===== config.mk =====
export PLATFORM = sky130hd
export DESIGN_NAME = wrapped_yaw_slew_limiter_unit
export DESIGN_NICKNAME = d
export VERILOG_FILES = /design/src/hw/rtl/wysl_pkg.sv /design/src/hw/rtl/wysl_div.sv /design/src/hw/rtl/wysl_dp.sv /design/src/hw/rtl/wysl_ctrl.sv /design/src/hw/rtl/wrapped_yaw_slew_limiter_unit.sv
export SDC_FILE = /design/constraint.sdc
export NUM_CORES = 2
export LEC_CHECK = 0
export ABC_AREA = 1
export BUFFER_PORTS_ARGS = -buffer_cell sky130_fd_sc_hd__buf_4
export CAP_MARGIN = 30
export CORE_ASPECT_RATIO = 0.5
export CORE_MARGIN = 3
export CORE_UTILIZATION = 42
export CTS_CLUSTER_SIZE = 30
export DETAILED_ROUTE_END_ITERATION = 6
export GPL_ROUTABILITY_DRIVEN = 0
export PLACE_DENSITY = 0.69
export SETUP_SLACK_MARGIN = 0.5
export SLEW_MARGIN = 20
export SYNTH_ARGS = -nofsm -noshare
export SYNTH_HDL_FRONTEND = slang
export SYNTH_HIERARCHICAL = 1
export SYNTH_SLANG_ARGS = --single-unit

===== constraint.sdc =====
create_clock -name clk -period 14.56 [get_ports clk]
set_clock_uncertainty 0.1 [all_clocks]
set_input_delay 0 -clock clk [delete_from_list [all_inputs] [get_ports clk]]
set_output_delay 0 -clock clk [all_outputs]
set_load 0.01 [all_outputs]

===== src/hw/rtl/wysl_pkg.sv =====
// ----------------------------------------------------------------------------
// wysl_pkg
// Shared widths, constants and types of the wrapped yaw slew limiter.
// ----------------------------------------------------------------------------
package wysl_pkg;

  localparam int ANGLE_BITS = 16;
  localparam int TIME_BITS  = 32;
  localparam int LIMIT_BITS = 20;
  localparam int RATE_BITS  = 21;

  // clamped dt, 1000..50000 us
  localparam int DT_W = 16;
  // step limit and signed step carry one bit over an angle
  localparam int MSTEP_W = ANGLE_BITS + 1;

  // rate divider: 36-bit dividend (|step| * 1e6), 20-bit divisor (dt)
  localparam int DVD_W       = 36;
  localparam int DVS_W       = 20;
  localparam int DIV_STEPS   = DVD_W / 2;
  localparam int DIV_CNT_W   = $clog2(DIV_STEPS);

  // step limit: floor(p / 1e6) = floor((p >> 6) / 15625); the second
  // division is a multiply by ceil(2^44 / 15625), exact for 30-bit operands
  localparam int SCALED_W    = DVD_W - 6;
  localparam int RECIP_W     = 31;
  localparam int RECIP_SHIFT = 44;
  localparam logic [RECIP_W-1:0] STEP_RECIP =
    RECIP_W'(((64'd1 << RECIP_SHIFT) + 64'd15624) / 64'd15625);

  localparam logic [ANGLE_BITS-1:0] HALF_TURN = ANGLE_BITS'(64'd1 << (ANGLE_BITS - 1));

  // 0.1 rad/s in binary-angle units per second
  localparam logic [LIMIT_BITS-1:0] MIN_RATE =
    LIMIT_BITS'(((64'd1 << ANGLE_BITS) * 64'd1000000) / 64'd62831853);
  localparam logic [LIMIT_BITS-1:0] RATE_LIMIT_RESET = LIMIT_BITS'(20861);

  localparam logic [DT_W-1:0]  DT_MIN       = DT_W'(1000);
  localparam logic [DT_W-1:0]  DT_MAX       = DT_W'(50000);
  localparam logic [DVS_W-1:0] USEC_PER_SEC = DVS_W'(1000000);

  localparam logic [DVD_W-1:0] RATE_POS_MAG = DVD_W'((64'd1 << (RATE_BITS - 1)) - 64'd1);
  localparam logic [DVD_W-1:0] RATE_NEG_MAG = DVD_W'(64'd1 << (RATE_BITS - 1));
  localparam logic signed [RATE_BITS-1:0] RATE_POS_SAT = {1'b0, {(RATE_BITS-1){1'b1}}};
  localparam logic signed [RATE_BITS-1:0] RATE_NEG_SAT = {1'b1, {(RATE_BITS-1){1'b0}}};

  localparam logic KIND_SAMPLE = 1'b0;
  localparam logic KIND_ENABLE = 1'b1;

  typedef struct packed {
    logic                         kind;
    logic                         enable;
    logic [ANGLE_BITS-1:0]        setpoint_yaw;
    logic                         setpoint_valid;
    logic signed [RATE_BITS-1:0]  setpoint_rate;
    logic [ANGLE_BITS-1:0]        measured_yaw;
    logic                         measured_valid;
    logic [TIME_BITS-1:0]         now_us;
    logic                         time_valid;
  } in_item_t;

  typedef enum logic [3:0] {
    ST_IDLE,
    ST_DECIDE,
    ST_MUL_STEP,
    ST_DIV_STEP,
    ST_CLAMP,
    ST_MUL_RATE,
    ST_DIV_RATE,
    ST_WAIT_RATE,
    ST_FINISH
  } ctrl_state_t;

  typedef struct packed {
    logic capture;
    logic load_dt;
    logic mul_step;
    logic div_step;
    logic load_clamp;
    logic mul_rate;
    logic div_rate;
    logic commit;
  } dp_cmd_t;

  typedef struct packed {
    logic slew;
    logic div_done;
    logic out_free;
  } dp_status_t;

endpackage


===== src/hw/rtl/wysl_div.sv =====
// ----------------------------------------------------------------------------
// wysl_div
// Unsigned restoring divider, two quotient bits per cycle.
// ----------------------------------------------------------------------------
module wysl_div import wysl_pkg::*; (
  input  logic             clk,
  input  logic             rst,
  input  logic             start,
  input  logic [DVD_W-1:0] dividend,
  input  logic [DVS_W-1:0] divisor,
  output logic [DVD_W-1:0] quotient,
  output logic             done
);

  logic                 busy;
  logic [DIV_CNT_W-1:0] cnt;
  logic [DVD_W-1:0]     qsh;
  logic [DVS_W-1:0]     rem;
  logic [DVS_W-1:0]     dvs;

  logic [DVS_W:0]   r1, r2, sub1, sub2;
  logic             ge1, ge2;
  logic [DVS_W-1:0] rem1, rem2;

  always_comb begin
    r1   = {rem, qsh[DVD_W-1]};
    sub1 = r1 - {1'b0, dvs};
    ge1  = r1 >= {1'b0, dvs};
    rem1 = ge1 ? sub1[DVS_W-1:0] : r1[DVS_W-1:0];
    r2   = {rem1, qsh[DVD_W-2]};
    sub2 = r2 - {1'b0, dvs};
    ge2  = r2 >= {1'b0, dvs};
    rem2 = ge2 ? sub2[DVS_W-1:0] : r2[DVS_W-1:0];
  end

  always_ff @(posedge clk) begin
    if (rst) begin
      busy <= 1'b0;
      done <= 1'b0;
      cnt  <= '0;
    end else begin
      done <= 1'b0;
      if (start) begin
        busy <= 1'b1;
        cnt  <= '0;
      end else if (busy) begin
        cnt <= cnt + 1'b1;
        if (cnt == DIV_CNT_W'(DIV_STEPS - 1)) begin
          busy <= 1'b0;
          done <= 1'b1;
        end
      end
    end
  end

  always_ff @(posedge clk) begin
    if (start) begin
      qsh <= dividend;
      rem <= '0;
      dvs <= divisor;
    end else if (busy) begin
      qsh <= {qsh[DVD_W-3:0], ge1, ge2};
      rem <= rem2;
    end
  end

  assign quotient = qsh;

endmodule


===== src/hw/rtl/wysl_dp.sv =====
// ----------------------------------------------------------------------------
// wysl_dp
// Datapath: servo state, dt clamp, step limit, clamp, rate and result register.
// ----------------------------------------------------------------------------
module wysl_dp import wysl_pkg::*; (
  input  logic                        clk,
  input  logic                        rst,
  input  in_item_t                    s_item,
  input  dp_cmd_t                     cmd,
  output dp_status_t                  status,
  input  logic                        cfg_we,
  input  logic [LIMIT_BITS-1:0]       cfg_wdata,
  output logic                        out_valid,
  input  logic                        out_ready,
  output logic [ANGLE_BITS-1:0]       out_yaw,
  output logic signed [RATE_BITS-1:0] out_rate
);

  in_item_t              item;
  logic [LIMIT_BITS-1:0] rate_limit;
  logic                  servo_active;
  logic                  servo_initialized;
  logic [ANGLE_BITS-1:0] held_yaw;
  logic [TIME_BITS-1:0]  last_time_us;

  logic [DT_W-1:0]          dt;
  logic [LIMIT_BITS-1:0]    lim;
  logic [DVD_W-1:0]         prod;
  logic [MSTEP_W-1:0]       lim_step;
  logic signed [MSTEP_W-1:0] step;
  logic [MSTEP_W-1:0]       mag;

  logic [DVD_W-1:0] div_quot;
  logic             div_done;
  logic             div_start;
  logic [DVS_W-1:0] div_divisor;

  wysl_div u_div (
    .clk      (clk),
    .rst      (rst),
    .start    (div_start),
    .dividend (prod),
    .divisor  (div_divisor),
    .quotient (div_quot),
    .done     (div_done)
  );

  assign div_start   = cmd.div_rate;
  assign div_divisor = DVS_W'(dt);

  // step limit, floor(lim * dt / 1e6) by reciprocal multiply
  logic [SCALED_W+RECIP_W-1:0] recip_prod;

  assign recip_prod = prod[DVD_W-1:DVD_W-SCALED_W] * STEP_RECIP;

  // elapsed time, clamped
  logic [TIME_BITS-1:0]  diff_t;
  logic [DT_W-1:0]       dt_next;
  logic [LIMIT_BITS-1:0] lim_next;

  always_comb begin
    diff_t = item.now_us - last_time_us;
    if (diff_t[TIME_BITS-1]) begin
      dt_next = DT_MIN;
    end else if (diff_t < TIME_BITS'(DT_MIN)) begin
      dt_next = DT_MIN;
    end else if (diff_t > TIME_BITS'(DT_MAX)) begin
      dt_next = DT_MAX;
    end else begin
      dt_next = diff_t[DT_W-1:0];
    end
    lim_next = (rate_limit < MIN_RATE) ? MIN_RATE : rate_limit;
  end

  // wrapped difference and clamp to the step limit
  logic [ANGLE_BITS-1:0]     d_ang;
  logic signed [MSTEP_W-1:0] delta;
  logic signed [MSTEP_W:0]   delta_x, ms_x, ms_neg, step_x;
  logic signed [MSTEP_W-1:0] step_next;
  logic [MSTEP_W-1:0]        mag_next;

  always_comb begin
    d_ang = item.setpoint_yaw - held_yaw;
    // half a turn counts as positive
    delta   = (d_ang > HALF_TURN) ? {1'b1, d_ang} : {1'b0, d_ang};
    delta_x = {delta[MSTEP_W-1], delta};
    ms_x    = {1'b0, lim_step};
    ms_neg  = -ms_x;
    if (delta_x > ms_x) begin
      step_x = ms_x;
    end else if (delta_x < ms_neg) begin
      step_x = ms_neg;
    end else begin
      step_x = delta_x;
    end
    step_next = step_x[MSTEP_W-1:0];
    mag_next  = step_next[MSTEP_W-1] ? MSTEP_W'(-step_next) : MSTEP_W'(step_next);
  end

  logic [LIMIT_BITS+DT_W-1:0]    prod_step;
  logic [MSTEP_W+DVS_W-1:0]      prod_rate;

  assign prod_step = lim * dt;
  assign prod_rate = mag * USEC_PER_SEC;

  // result selection and next servo state
  logic                        active_n, init_n;
  logic [ANGLE_BITS-1:0]       held_n, yaw_o;
  logic [TIME_BITS-1:0]        last_n;
  logic signed [RATE_BITS-1:0] rate_o, slew_rate;
  logic [ANGLE_BITS-1:0]       meas_or_zero;

  always_comb begin
    if (!step[MSTEP_W-1]) begin
      slew_rate = (div_quot > RATE_POS_MAG) ? RATE_POS_SAT : div_quot[RATE_BITS-1:0];
    end else begin
      slew_rate = (div_quot > RATE_NEG_MAG) ? RATE_NEG_SAT : -div_quot[RATE_BITS-1:0];
    end
  end

  always_comb begin
    meas_or_zero = item.measured_valid ? item.measured_yaw : '0;
    active_n     = servo_active;
    init_n       = servo_initialized;
    held_n       = held_yaw;
    last_n       = last_time_us;
    yaw_o        = held_yaw;
    rate_o       = '0;
    priority if (item.kind == KIND_ENABLE) begin
      if (item.enable && !servo_active) begin
        held_n = meas_or_zero;
        init_n = 1'b0;
      end
      active_n = item.enable;
      yaw_o    = held_n;
    end else if (!servo_active) begin
      yaw_o  = item.setpoint_yaw;
      rate_o = item.setpoint_rate;
    end else if (!item.setpoint_valid) begin
      yaw_o = servo_initialized ? held_yaw : meas_or_zero;
    end else if (!servo_initialized || !item.time_valid) begin
      held_n = item.measured_valid ? item.measured_yaw : item.setpoint_yaw;
      if (item.time_valid) begin
        init_n = 1'b1;
        last_n = item.now_us;
      end else begin
        init_n = 1'b0;
      end
      yaw_o = held_n;
    end else begin
      held_n = held_yaw + step[ANGLE_BITS-1:0];
      last_n = item.now_us;
      yaw_o  = held_n;
      rate_o = slew_rate;
    end
  end

  always_ff @(posedge clk) begin
    if (rst) begin
      rate_limit        <= RATE_LIMIT_RESET;
      servo_active      <= 1'b0;
      servo_initialized <= 1'b0;
      held_yaw          <= '0;
      last_time_us      <= '0;
      out_valid         <= 1'b0;
    end else begin
      if (cfg_we) begin
        rate_limit <= cfg_wdata;
      end
      if (cmd.commit) begin
        servo_active      <= active_n;
        servo_initialized <= init_n;
        held_yaw          <= held_n;
        last_time_us      <= last_n;
        out_valid         <= 1'b1;
      end else if (out_ready) begin
        out_valid <= 1'b0;
      end
    end
  end

  always_ff @(posedge clk) begin
    if (cmd.capture) begin
      item <= s_item;
    end
    if (cmd.load_dt) begin
      dt  <= dt_next;
      lim <= lim_next;
    end
    if (cmd.mul_step) begin
      prod <= prod_step;
    end else if (cmd.mul_rate) begin
      prod <= prod_rate[DVD_W-1:0];
    end
    if (cmd.div_step) begin
      lim_step <= recip_prod[RECIP_SHIFT+MSTEP_W-1:RECIP_SHIFT];
    end
    if (cmd.load_clamp) begin
      step <= step_next;
      mag  <= mag_next;
    end
    if (cmd.commit) begin
      out_yaw  <= yaw_o;
      out_rate <= rate_o;
    end
  end

  assign status.slew     = (item.kind == KIND_SAMPLE) && servo_active && item.setpoint_valid &&
                           servo_initialized && item.time_valid;
  assign status.div_done = div_done;
  assign status.out_free = !out_valid || out_ready;

endmodule


===== src/hw/rtl/wysl_ctrl.sv =====
// ----------------------------------------------------------------------------
// wysl_ctrl
// Controller: sequences capture, step limit, clamp, rate divide and commit.
// ----------------------------------------------------------------------------
module wysl_ctrl import wysl_pkg::*; (
  input  logic       clk,
  input  logic       rst,
  input  logic       in_valid,
  output logic       in_ready,
  input  dp_status_t status,
  output dp_cmd_t    cmd
);

  ctrl_state_t state, state_next;

  always_ff @(posedge clk) begin
    if (rst) begin
      state <= ST_IDLE;
    end else begin
      state <= state_next;
    end
  end

  always_comb begin
    state_next = state;
    unique case (state)
      ST_IDLE:      if (in_valid) state_next = ST_DECIDE;
      ST_DECIDE:    state_next = status.slew ? ST_MUL_STEP : ST_FINISH;
      ST_MUL_STEP:  state_next = ST_DIV_STEP;
      ST_DIV_STEP:  state_next = ST_CLAMP;
      ST_CLAMP:     state_next = ST_MUL_RATE;
      ST_MUL_RATE:  state_next = ST_DIV_RATE;
      ST_DIV_RATE:  state_next = ST_WAIT_RATE;
      ST_WAIT_RATE: if (status.div_done) state_next = ST_FINISH;
      ST_FINISH:    if (status.out_free) state_next = ST_IDLE;
      default:      state_next = ST_IDLE;
    endcase
  end

  always_comb begin
    cmd      = '0;
    in_ready = 1'b0;
    unique case (state)
      ST_IDLE: begin
        in_ready    = 1'b1;
        cmd.capture = in_valid;
      end
      ST_DECIDE:    cmd.load_dt    = 1'b1;
      ST_MUL_STEP:  cmd.mul_step   = 1'b1;
      ST_DIV_STEP:  cmd.div_step   = 1'b1;
      ST_CLAMP:     cmd.load_clamp = 1'b1;
      ST_MUL_RATE:  cmd.mul_rate   = 1'b1;
      ST_DIV_RATE:  cmd.div_rate   = 1'b1;
      ST_WAIT_RATE: cmd            = '0;
      ST_FINISH:    cmd.commit     = status.out_free;
      default:      cmd            = '0;
    endcase
  end

endmodule


===== src/hw/rtl/wrapped_yaw_slew_limiter_unit.sv =====
// ----------------------------------------------------------------------------
// wrapped_yaw_slew_limiter_unit
// Slews a held binary-angle heading toward a yaw setpoint at a limited rate.
// ----------------------------------------------------------------------------
//
// Channel   Dir  Handshake          Payload
// s_*       in   s_tvalid/s_tready  s_tuser: kind; s_tdata: sample fields
// m_*       out  m_tvalid/m_tready  m_tdata: out_yaw, out_rate
// cfg_*     in   cfg_we             cfg_wdata: rate_limit
//
// One input transaction at a time. From acceptance until the result register
// is loaded, enable items and samples that skip the slew pass only through
// the decide and commit steps. A slewing sample runs six steps (decide, two
// multiplies, the reciprocal step limit, clamp, divider start), then waits on
// the 2-bit-per-cycle rate divider, and then commits. A new input transaction
// is taken as soon as the previous result sits in the output register, even
// if m_tready is low; the result of the next one waits until that register
// is free. Reset (rst, synchronous) restores the rate limit to 20861 and
// clears the servo state.
// ----------------------------------------------------------------------------
module wrapped_yaw_slew_limiter_unit import wysl_pkg::*; (
  input  logic                  clk,
  input  logic                  rst,
  // s_tdata, lowest bit up: enable[0], setpoint_yaw[16:1], setpoint_valid[17],
  // setpoint_rate[38:18], measured_yaw[54:39], measured_valid[55],
  // now_us[87:56], time_valid[88], zero pad [95:89]
  input  logic                  s_tvalid,
  output logic                  s_tready,
  input  logic [95:0]           s_tdata,
  // s_tuser: kind[0]
  input  logic [0:0]            s_tuser,
  // m_tdata, lowest bit up: out_yaw[15:0], out_rate[36:16], zero pad [39:37]
  output logic                  m_tvalid,
  input  logic                  m_tready,
  output logic [39:0]           m_tdata,
  input  logic                  cfg_we,
  input  logic [LIMIT_BITS-1:0] cfg_wdata
);

  in_item_t   s_item;
  dp_cmd_t    cmd;
  dp_status_t status;

  logic [ANGLE_BITS-1:0]       out_yaw;
  logic signed [RATE_BITS-1:0] out_rate;

  // unpack the input transaction
  always_comb begin
    s_item.kind           = s_tuser[0];
    s_item.enable         = s_tdata[0];
    s_item.setpoint_yaw   = s_tdata[16:1];
    s_item.setpoint_valid = s_tdata[17];
    s_item.setpoint_rate  = s_tdata[38:18];
    s_item.measured_yaw   = s_tdata[54:39];
    s_item.measured_valid = s_tdata[55];
    s_item.now_us         = s_tdata[87:56];
    s_item.time_valid     = s_tdata[88];
  end

  wysl_ctrl u_ctrl (
    .clk      (clk),
    .rst      (rst),
    .in_valid (s_tvalid),
    .in_ready (s_tready),
    .status   (status),
    .cmd      (cmd)
  );

  wysl_dp u_dp (
    .clk       (clk),
    .rst       (rst),
    .s_item    (s_item),
    .cmd       (cmd),
    .status    (status),
    .cfg_we    (cfg_we),
    .cfg_wdata (cfg_wdata),
    .out_valid (m_tvalid),
    .out_ready (m_tready),
    .out_yaw   (out_yaw),
    .out_rate  (out_rate)
  );

  assign m_tdata = {3'b000, out_rate, out_yaw};

endmodule

==> impl.org <==
** STA
- Once routing completed, OpenROAD measured the worst setup slack at 6.91 ns.
- Worst max-slew margin expressed relative to the limit :: 0.321
- Count of endpoints failing setup in the final report :: 0
- Time the final worst path needs with I/O delays and setup :: 7.65 ns
- Endpoints failing hold :: 0
- Dividing the final minimum period by the clock period gives 0.525.
- The number of max-slew violations in the final report came to 0.
- Setup TNS Final :: 0 ns
- Setup repair after global routing left no endpoint under its margin.
- Slew @ Worst Pin :: 1.01 ns
- Highest Clock Rate :: 0.131 GHz

** Clock network
- CTS tree :: built
- Counting every sink on the clock net gives 407.
- Latest clock arrival within the worst-skew pair :: 0.62 ns
- In this run, post-CTS hold repair placed 207 buffers.
- The number of setup buffers added after CTS is 0.
- The number of clock buffers added by TritonCTS is 44.
- The H-tree generated during clock tree synthesis spans 2 levels.
- Clock transition at the registers of the reported paths :: 0.07 ns
- Buffer cell driving the clock tree root :: clkbuf_16
- The clock passes through at most 3 buffers.
- Cells resized by post-CTS repair :: 0

** Placed design
- Dpl ws :: roughly 7 ns
- The number of placed instances, taps included, is 8303.
- During placement, the flow inserted port buffers numbering 153.
- Final HPWL DP :: 120000 um

** Worst setup path
- Combined buffer and inverter count along the critical path :: 6
- The signal on the critical path passes through ha_1, inv_1, fa_1, fa_1, inv_1, fa_1, inv_1, fa_1, inv_1, fa_1, fa_1, inv_1, fa_1, inv_1, ha_1, a21oi_1, nor2_1, nor2_1, a21boi_0, o21ai_0, a21oi_1, o21ai_0, a221oi_1, xnor2_1.
- Crit path capture type :: flop
- Startpoint type of the worst setup path :: flop
- The largest single stage delay on the critical path is a little over 0.8 ns.
- Data on the critical path arrives at its endpoint at 7.87 ns.
- Data on the critical path is required at its endpoint by 14.78 ns.
- Critical path class :: reg2reg
- Counting stages on the worst path, the most repeated cell is fa_1.
- The cell family contributing the most delay on the critical path is adder cells.
- The largest individual stage delay along the critical path comes from the cell edfxtp_1.
- CP Max Fanout :: 8

** Routing
- Summing over every cut layer, the via total after detailed routing is 44859.
- Overall routed net length :: ~150000 um
- For this run, the detailed router's first-pass iteration total came to 7.
- Post-detailed-route via-to-cell ratio :: approximately 5.2
- Routed len/inst :: 17.6 um
- Count of unresolved DRC violations after routing :: 0
- Antenna-violating nets left :: 0
- Iteration-0 DRC Markers :: about 3600

** Yosys
- In the synthesized netlist the dominant register cell turns out to be edfxtp_1.
- The largest total area in the synthesized netlist belongs to fa_1.
- Counting distinct cell types in the post-synthesis netlist gives 66.
- After synthesis the netlist holds a flip-flop and latch count of slightly above 400.
- Post-Synthesis Cells :: 6608
- Mean area per synthesized cell :: 8.14 um2
- Post-synth EDFFs :: 305
- Fraction of post-synthesis cell area in the top cell type by area :: 0.233
- For this run, the register share of the synthesized area comes to 0.208.
- Of all flip-flops after synthesis, the portion carrying an async set or reset was 0.
- The mapped netlist covers 53800 um2.
- Main area contributors after synthesis :: fa_1 23%, edfxtp_1 17%, ha_1 16%, inv_1 10%, nand2_1 10%
- For this run, the number of Yosys warnings is 6.

** Job
- The tool flagged a number of max-cap violations equal to 0.

** Floorplan
- The floorplan step set the die height to ~260 um.
- Placeable Area :: 127000 um2
- Rows :: 92
- From left edge to right edge, the die measures ~500 um.
- In this run the count of I/O pins placed on the die edge is 164.
- The die covers 133000 um2.
- The initial utilization of the core area, before any placement, comes to 0.425.

** Worst hold path
- Classification of the worst-slack hold path :: in2reg

** GRT
- Via count of the first global-routing pass :: approximately 44000
- Maximum number of pins on one net before global-route repair :: 59
- Overall fraction of global-route tracks in use :: 0.225
- The initial antenna violation count came to 8.
- Overflow left after global routing :: 0
- The first global-routing pass estimated ~240000 um of wire.

** Power
- IR analysis of the VDD net gives a maximum drop of 0.000417 V.
- LEAKAGE :: 30.8 nW
- For this design the ratio of total power to cell area is 140 nW/um2.

** Layout
- Counting the fill cells in the layout gives 11904.
- Leaving out fill and tap cells, the most frequent cell in the layout is inv_1.
- Total number of nets in the final design :: ~8300
- Layout cells sized above 1 :: 0.0487
- Most frequent cells in the layout :: 1484 x inv_1, 1468 x nand2_1, 677 x ha_1
- Area growth, synth to finish :: 11.7%
- Non-Filler Instances :: approximately 8600
- Antenna diodes :: 0

** Status
- The run finished with clean final reports.
area by class of cell:
class | instances | area [um2] | area share
multi-input combinational | 4529 | 36300 | 0.603
clock inverter | 21 | 253 | 0.00421
inverter | 1501 | 5640 | 0.0938
sequential | 407 | 11200 | 0.186
timing repair buffer | 384 | 3430 | 0.0570
tap | 1692 | 2120 | 0.0352
clock buffer | 60 | 1190 | 0.0198
power breakdown:
part | switching (mW) | leakage (nW) | internal, mW | total [mW]
registers | 0.103 | 3.65 | 1.34 | 1.44
logic | 3.67 | 26.5 | 2.14 | 5.82
clock network | 0.491 | 0.700 | 0.637 | 1.13
flip-flops by register name, summed over array words and instances, names as in the netlist, 4 cells and up:
register,cells
u_dp/item,90
u_dp/prod,36
u_dp/u_div/quotient,36
u_dp/last_time_us,32
u_dp/out_rate,21
u_dp/lim,20
u_dp/rate_limit,20
u_dp/u_div/dvs,20
u_dp/u_div/rem,20
u_dp/lim_step,17
u_dp/step,17
u_dp/dt,16
u_dp/held_yaw,16
u_dp/mag,16
u_dp/out_yaw,16
u_dp/u_div/cnt,5
u_ctrl/state,4
final timing paths:
path	startpoint	endpoint	slack [ns]	cells past startpoint
min reg2reg	u_dp/rate_limit[15]$_SDFFE_PP0P_	u_dp/lim[15]$_SDFFCE_PN0P_	0.32	0
min	s_tdata[40]	u_dp/item[35]$_DFFE_PP_	0.02	2
max	u_dp/prod[21]$_DFFE_PP_	u_dp/lim_step[10]$_DFFE_PP_	6.91	24
max reg2reg	u_dp/prod[21]$_DFFE_PP_	u_dp/lim_step[10]$_DFFE_PP_	6.91	24
worst register-to-register path: stages, from the launching register on:
cell and delay [ns]:
edfxtp_1 0.81, ha_1 0.50, inv_1 0.12, fa_1 0.54, fa_1 0.56, inv_1 0.05, fa_1 0.52, inv_1 0.05
fa_1 0.47, inv_1 0.05, fa_1 0.44, fa_1 0.53, inv_1 0.06, fa_1 0.53, inv_1 0.04, ha_1 0.32
a21oi_1 0.19, nor2_1 0.06, nor2_1 0.13, a21boi_0 0.21, o21ai_0 0.10, a21oi_1 0.19, o21ai_0 0.11, a221oi_1 0.53
xnor2_1 0.16
cells by family (layout without fill, tap and decap cells):
group / after synthesis / after routing / share of synthesized area
and+or+nand+nor: 2258 / 2258 / 0.175
AOI/OAI and AO/OA: 834 / 834 / 0.0866
other: 2 / 7 / 0.000140
adders and majority gates: 1303 / 1303 / 0.391
DFF: 407 / 407 / 0.208
xor gates and xnor gates: 126 / 126 / 0.0209
buffers and inverters: 1677 / 1966 / 0.119
muxes: 1 / 1 / 0.000209
Yosys cell counts, drive strengths merged (19+ instances only):
cell type,count
clkbuf,149
xor2,71
fa,626
nor3,46
a21oi,346
or2,19
nand2,1489
a31oi,52
nand3b,30
inv,1498
o21ai,297
buf,27
ha,677
nor2,360
nand3,203
nand4,86
edfxtp,305
xnor2,55
o211ai,28
a21o,21
dfxtp,102
per-stage QoR:
step | hold WS (ns) | power, mW | cell area, um2 | util
2_1_floorplan | -0.0309 | 5.63 | 53800 | -
3_3_place_gp | 0.0783 | 7.08 | 56500 | 0.447
3_5_place_dp | 0.0793 | 7.12 | 56500 | 0.447
4_1_cts | 0.000309 | 8.36 | 60000 | 0.475
5_1_grt | 0.00260 | 9.25 | 60100 | 0.475
6_report | 0.0192 | 8.39 | 60100 | 0.475
layer usage:
metal  part of all wire  wire, um  GRT usage
met5            0.00018        27          0
met3              0.075     11400     0.0312
met2               0.46     69700      0.374
met1               0.42     63600      0.298
met4              0.042      6300     0.0880
Power figures use the tool's default switching activity.
